File: src/hw/rtl/wpm_pkg.sv
// ----------------------------------------------------------------------------
// wpm_pkg: shared definitions for the wildcard prefix table match
// Table geometry, field widths, controller states and the command and
// status groups between controller and datapath.
// ----------------------------------------------------------------------------
package wpm_pkg;

  localparam int NUM_PATTERNS = 64;
  localparam int PATTERN_LEN  = 24;

  localparam int ENT_W   = $clog2(NUM_PATTERNS);
  localparam int CNT_W   = $clog2(NUM_PATTERNS + 1);
  localparam int POS_W   = $clog2(PATTERN_LEN + 1);
  localparam int DEPTH   = NUM_PATTERNS * PATTERN_LEN;
  localparam int ADDR_W  = $clog2(DEPTH);

  localparam int ENTRY_IDX_W = 6;
  localparam int CHAR_POS_W  = 5;
  localparam int CHAR_W      = 8;
  localparam int CFG_W       = 7;

  localparam logic MODE_LOAD  = 1'b0;
  localparam logic MODE_QUERY = 1'b1;

  typedef enum logic [2:0] {
    ST_IDLE,
    ST_DECODE,
    ST_SCAN,
    ST_CHECK,
    ST_POST
  } ctl_state_t;

  typedef struct packed {
    logic capture;
    logic write_mem;
    logic sweep_start;
    logic sweep_run;
    logic sweep_check;
    logic step_pos;
    logic set_ended;
    logic post_result;
    logic clear_query;
  } dp_cmd_t;

  typedef struct packed {
    logic sweep_done;
    logic ended;
    logic char_zero;
    logic last;
    logic out_free;
  } dp_sts_t;

endpackage

File: src/hw/rtl/wpm_ctrl.sv
// ----------------------------------------------------------------------------
// wpm_ctrl: sequencing controller
// Accepts requests, runs the per-byte update sweep and the final check sweep
// over the table, and posts the result when the output register is free.
// ----------------------------------------------------------------------------
module wpm_ctrl (
  input  logic             clk,
  input  logic             rst_n,
  input  logic             in_valid,
  input  logic             in_mode,
  output logic             in_ready,
  output wpm_pkg::dp_cmd_t cmd,
  input  wpm_pkg::dp_sts_t sts
);
  import wpm_pkg::*;

  ctl_state_t state_r, state_nxt;

  always_ff @(posedge clk) begin
    if (!rst_n) begin
      state_r <= ST_IDLE;
    end else begin
      state_r <= state_nxt;
    end
  end

  always_comb begin
    state_nxt = state_r;
    cmd       = '0;
    in_ready  = 1'b0;
    unique case (state_r)
      ST_IDLE: begin
        in_ready = 1'b1;
        if (in_valid) begin
          if (in_mode == MODE_LOAD) begin
            cmd.write_mem = 1'b1;
          end else begin
            cmd.capture = 1'b1;
            state_nxt   = ST_DECODE;
          end
        end
      end
      ST_DECODE: begin
        if (sts.ended || sts.char_zero) begin
          cmd.set_ended = sts.char_zero;
          if (sts.last) begin
            cmd.sweep_start = 1'b1;
            state_nxt       = ST_CHECK;
          end else begin
            state_nxt = ST_IDLE;
          end
        end else begin
          cmd.sweep_start = 1'b1;
          state_nxt       = ST_SCAN;
        end
      end
      ST_SCAN: begin
        cmd.sweep_run = 1'b1;
        if (sts.sweep_done) begin
          cmd.step_pos = 1'b1;
          if (sts.last) begin
            cmd.sweep_start = 1'b1;
            state_nxt       = ST_CHECK;
          end else begin
            state_nxt = ST_IDLE;
          end
        end
      end
      ST_CHECK: begin
        cmd.sweep_run   = 1'b1;
        cmd.sweep_check = 1'b1;
        if (sts.sweep_done) begin
          state_nxt = ST_POST;
        end
      end
      ST_POST: begin
        if (sts.out_free) begin
          cmd.post_result = 1'b1;
          cmd.clear_query = 1'b1;
          state_nxt       = ST_IDLE;
        end
      end
      default: begin
        state_nxt = ST_IDLE;
      end
    endcase
  end

endmodule

File: config.mk
export PLATFORM = sky130hd
export DESIGN_NAME = wpm_ctrl
export DESIGN_NICKNAME = d
export VERILOG_FILES = /design/src/hw/rtl/wpm_pkg.sv /design/src/hw/rtl/wpm_ctrl.sv
export SDC_FILE = /design/constraint.sdc
export NUM_CORES = 1
export LEC_CHECK = 0
export ABC_CLOCK_PERIOD_IN_PS = 1900
export BUFFER_PORTS_ARGS = -buffer_cell sky130_fd_sc_hd__buf_2
export CAP_MARGIN = 5
export CORE_AREA = 2 2 39 41
export DETAILED_ROUTE_END_ITERATION = 10
export DIE_AREA = 0 0 41 43
export GPL_ROUTABILITY_DRIVEN = 0
export GPL_TIMING_DRIVEN = 0
export PLACE_DENSITY = 0.49
export SETUP_SLACK_MARGIN = 0.3
export SYNTH_ARGS = -nofsm -noshare
export SYNTH_HDL_FRONTEND = slang
export SYNTH_SLANG_ARGS = --single-unit
File: constraint.sdc
create_clock -name clk -period 1.9 [get_ports clk]
set_input_delay 0.095 -clock clk [delete_from_list [all_inputs] [get_ports clk]]
set_output_delay 0.095 -clock clk [all_outputs]
set_load 0.02 [all_outputs]
==> out/qor.yml <==
timing.critical_path.from_type: "flip-flop"
dr.pass1.iters: 2
tritoncts: "built"
utilization: 0.314
drt-vias-per-instance: 4.53
postRouteAntennaNets: 0
die_y_microns: 43
finalNetCount: 73
ys_seq_area_frac: 0.202
post_cts_buffers: 0
synth-warning-count: 0
syn-mean-instance-area_sq_um: 7.26
outcome: "complete, no violations"
die_x_microns: 41
total_routed_wirelength_microns: 778
global_route_wire_length_before_repair_microns: 1250
largest_registers_in_the_final_layout: "state_r x3"
grt_overflow: 0
antenna-diode-count: 0
grt_start_max_net_pins: 11
crit_chain: "buf_2 > nand2b_1 > a211oi_1 > o21a_1 > buf_2"
h_tree_lvl_count: 1
fin_crit_ns: 1.51
hold_removal_path_class: "input port to flip-flop"
crit_path_frequent_cell: "sky130_fd_sc_hd__buf_2"
yosys.cell_types.count: 25
totalNegativeSetupSlack_ns: 0
hold_path_startpoint: "rst_n"
cts_inserted_buffers: 3
dp_hpwl_microns: 634
criticalPathCategory: "flip-flop to output port"
detail_route.iter0.violations: 3
edff_count_synth: 0
final-hold-violation-count: 0
clk_pin_slew_worst_paths_ns: 0.03
final_layout_size_suffix_gt1_frac: 0.429
global_route_usage_over_all_layers: 0.102
cts_hold_buf: 0
initial_antenna_violation_count: 0
min_to: "state_r[1]"
area_share_of_the_largest_cell_type_after_synthesis: 0.202
setup_viol: 0
grt_setup_unrepaired: "no"
cp_buf_inv_count: 2
ff2ff_path_depth: 4
critical_path.reg2reg.endpoint: "state_r[0]"
final.fill_count: 168
routedWlPerCell_microns: 9.85
num_vias: 358
hold_path_depth: 2
crit_fanout: 10
syn_area_sq_um: 298
cp_slowest_stage_delay_ns: 0.31
syn_nets: 50
synth.largest_area_cell: "sky130_fd_sc_hd__dfxtp_1"
coreArea_sq_um: 1380
final-max-slew-violation-count: 0
rrSetupSlack_ns: 0.66
initial_utilization: 0.215
gate_count_post_synth: 41
critical_path.reg2reg.startpoint: "state_r[1]"
worst_setup_path_end_kind: "output port"
async_flop_share: 0
placement.io_buffers: 18
grt_pass1_vias: 330
vdd_ir_drop_max_v: 0.000251
dieArea_sq_um: 1760
synth_flop_cell: "sky130_fd_sc_hd__dfxtp_1"
final_setup_skew_ns: 0.00171
crit_arrival_ns: 1.42
clk-insertion-delay-late_ns: 0.23
detail_route.drc_violations: 0
layout_worst_path_cycle_share: 0.795
post_cts_resized: 0
clock_path_buffers: 2
largest_reg_flops: 3
rows: 14
top_register_by_number_of_flip_flops: "state_r"
critical_path_required_ns: 1.80
ys_seq_elements: 3
area.growth.synth_to_final_pct: 45.8
cap_viol_max_count: 0
tritoncts_num_sinks: 3
io_pins: 19
kind_of_cell_with_the_highest_combined_delay_on_the_critical_path: "compound AO/OA/AOI/OAI gates"
maximum_achievable_frequency_ghz: 0.662
crit_slowest_cell: "sky130_fd_sc_hd__dfxtp_1"
max-slew-margin-rel: 0.811
ctsRootBufferMaster: "sky130_fd_sc_hd__clkbuf_4"
p_leak_uw: 0.000240
powerDensity_nw_per_um2: 728
post_synth_main_area_contributors: "sky130_fd_sc_hd__dfxtp_1 20%, sky130_fd_sc_hd__and3_1 8.4%, sky130_fd_sc_hd__nand2b_1 8.4%, sky130_fd_sc_hd__nor2_1 6.3%, sky130_fd_sc_hd__or4b_4 4.6%"
worst_slew_pin_slew_ns: 0.282
==> metrics by stage <==
step                      cells  power, uW  instance area, sq um  worst slack, ns  hold slack (ns)
after global routing         79        341                   434            0.321            0.128
after floorplan              41        167                   298            0.388            0.223
after detailed placement     75        208                   408            0.631            0.360
after CTS                    79        324                   434            0.375            0.112
after global placement       75        209                   408            0.597            0.362
final                        79        316                   434            0.389            0.118
==> synth_stat cells, drive strengths merged, types with 2 or more instances <==
master and number:
inv 3, nand2 2, nor3 2, a21oi 2, and3 4, dfxtp 3, nor2 5, nand2b 4
buf 3
==> cell families after synthesis <==
logic type,Yosys count,synth area share
AOI/OAI and AO/OA,9,0.231
buffers and inverters,6,0.118
DFF,3,0.202
and+or+nand+nor,23,0.450
==> how the worst max path moves through the flow <==
stage                           from  depth (start not counted)  slack [ns]     end
final                     state_r[0]                          5        0.39  cmd[6]
after global routing      state_r[0]                          5        0.32  cmd[6]
after CTS                 state_r[0]                          5        0.37  cmd[6]
after floorplan           state_r[1]                          4        0.39  cmd[7]
after detailed placement  state_r[0]                          5        0.63  cmd[6]
after global placement    state_r[0]                          5        0.60  cmd[6]
==> layout make-up <==
| type | instances | area [sq um] | area share |
|---|---|---|---|
| Tap cell | 16 | 20.0 | 0.0461 |
| Inverter | 3 | 11.3 | 0.0259 |
| Sequential cell | 3 | 60.1 | 0.138 |
| Multi-Input combinational cell | 32 | 203 | 0.467 |
| Buffer | 3 | 23.8 | 0.0548 |
| Timing Repair Buffer | 18 | 90.1 | 0.207 |
| Clock buffer | 4 | 26.3 | 0.0605 |
==> routing by layer <==
layer / track usage / vias to the layer above / part of all wire
met5: 0 / - / 0
met1: 0.119 / 157 / 0.45
li1: - / 189 / -
met2: 0.166 / 12 / 0.47
met4: 0.0200 / 0 / 0
met3: 0.0471 / 0 / 0.075
==> report_power, final <==
group          internal (uW)  switching, uW
Clock                   78.5           30.9
Combinational           54.8           78.6
Sequential              69.7           3.63
==> placed cells by master, fill, tap and decap left out, types with 2 or more instances in the layout <==
master | netlist | routed
sky130_fd_sc_hd__inv_1 | 2 | 2
sky130_fd_sc_hd__nand2b_1 | 4 | 4
sky130_fd_sc_hd__a21oi_1 | 2 | 2
sky130_fd_sc_hd__clkbuf_4 | 0 | 3
sky130_fd_sc_hd__dfxtp_1 | 3 | 3
sky130_fd_sc_hd__nor3_1 | 2 | 2
sky130_fd_sc_hd__buf_2 | 1 | 19
sky130_fd_sc_hd__nand2_1 | 2 | 2
sky130_fd_sc_hd__and3_1 | 4 | 4
sky130_fd_sc_hd__nor2_1 | 5 | 5
No activity file was read; power rests on OpenSTA's default activity.
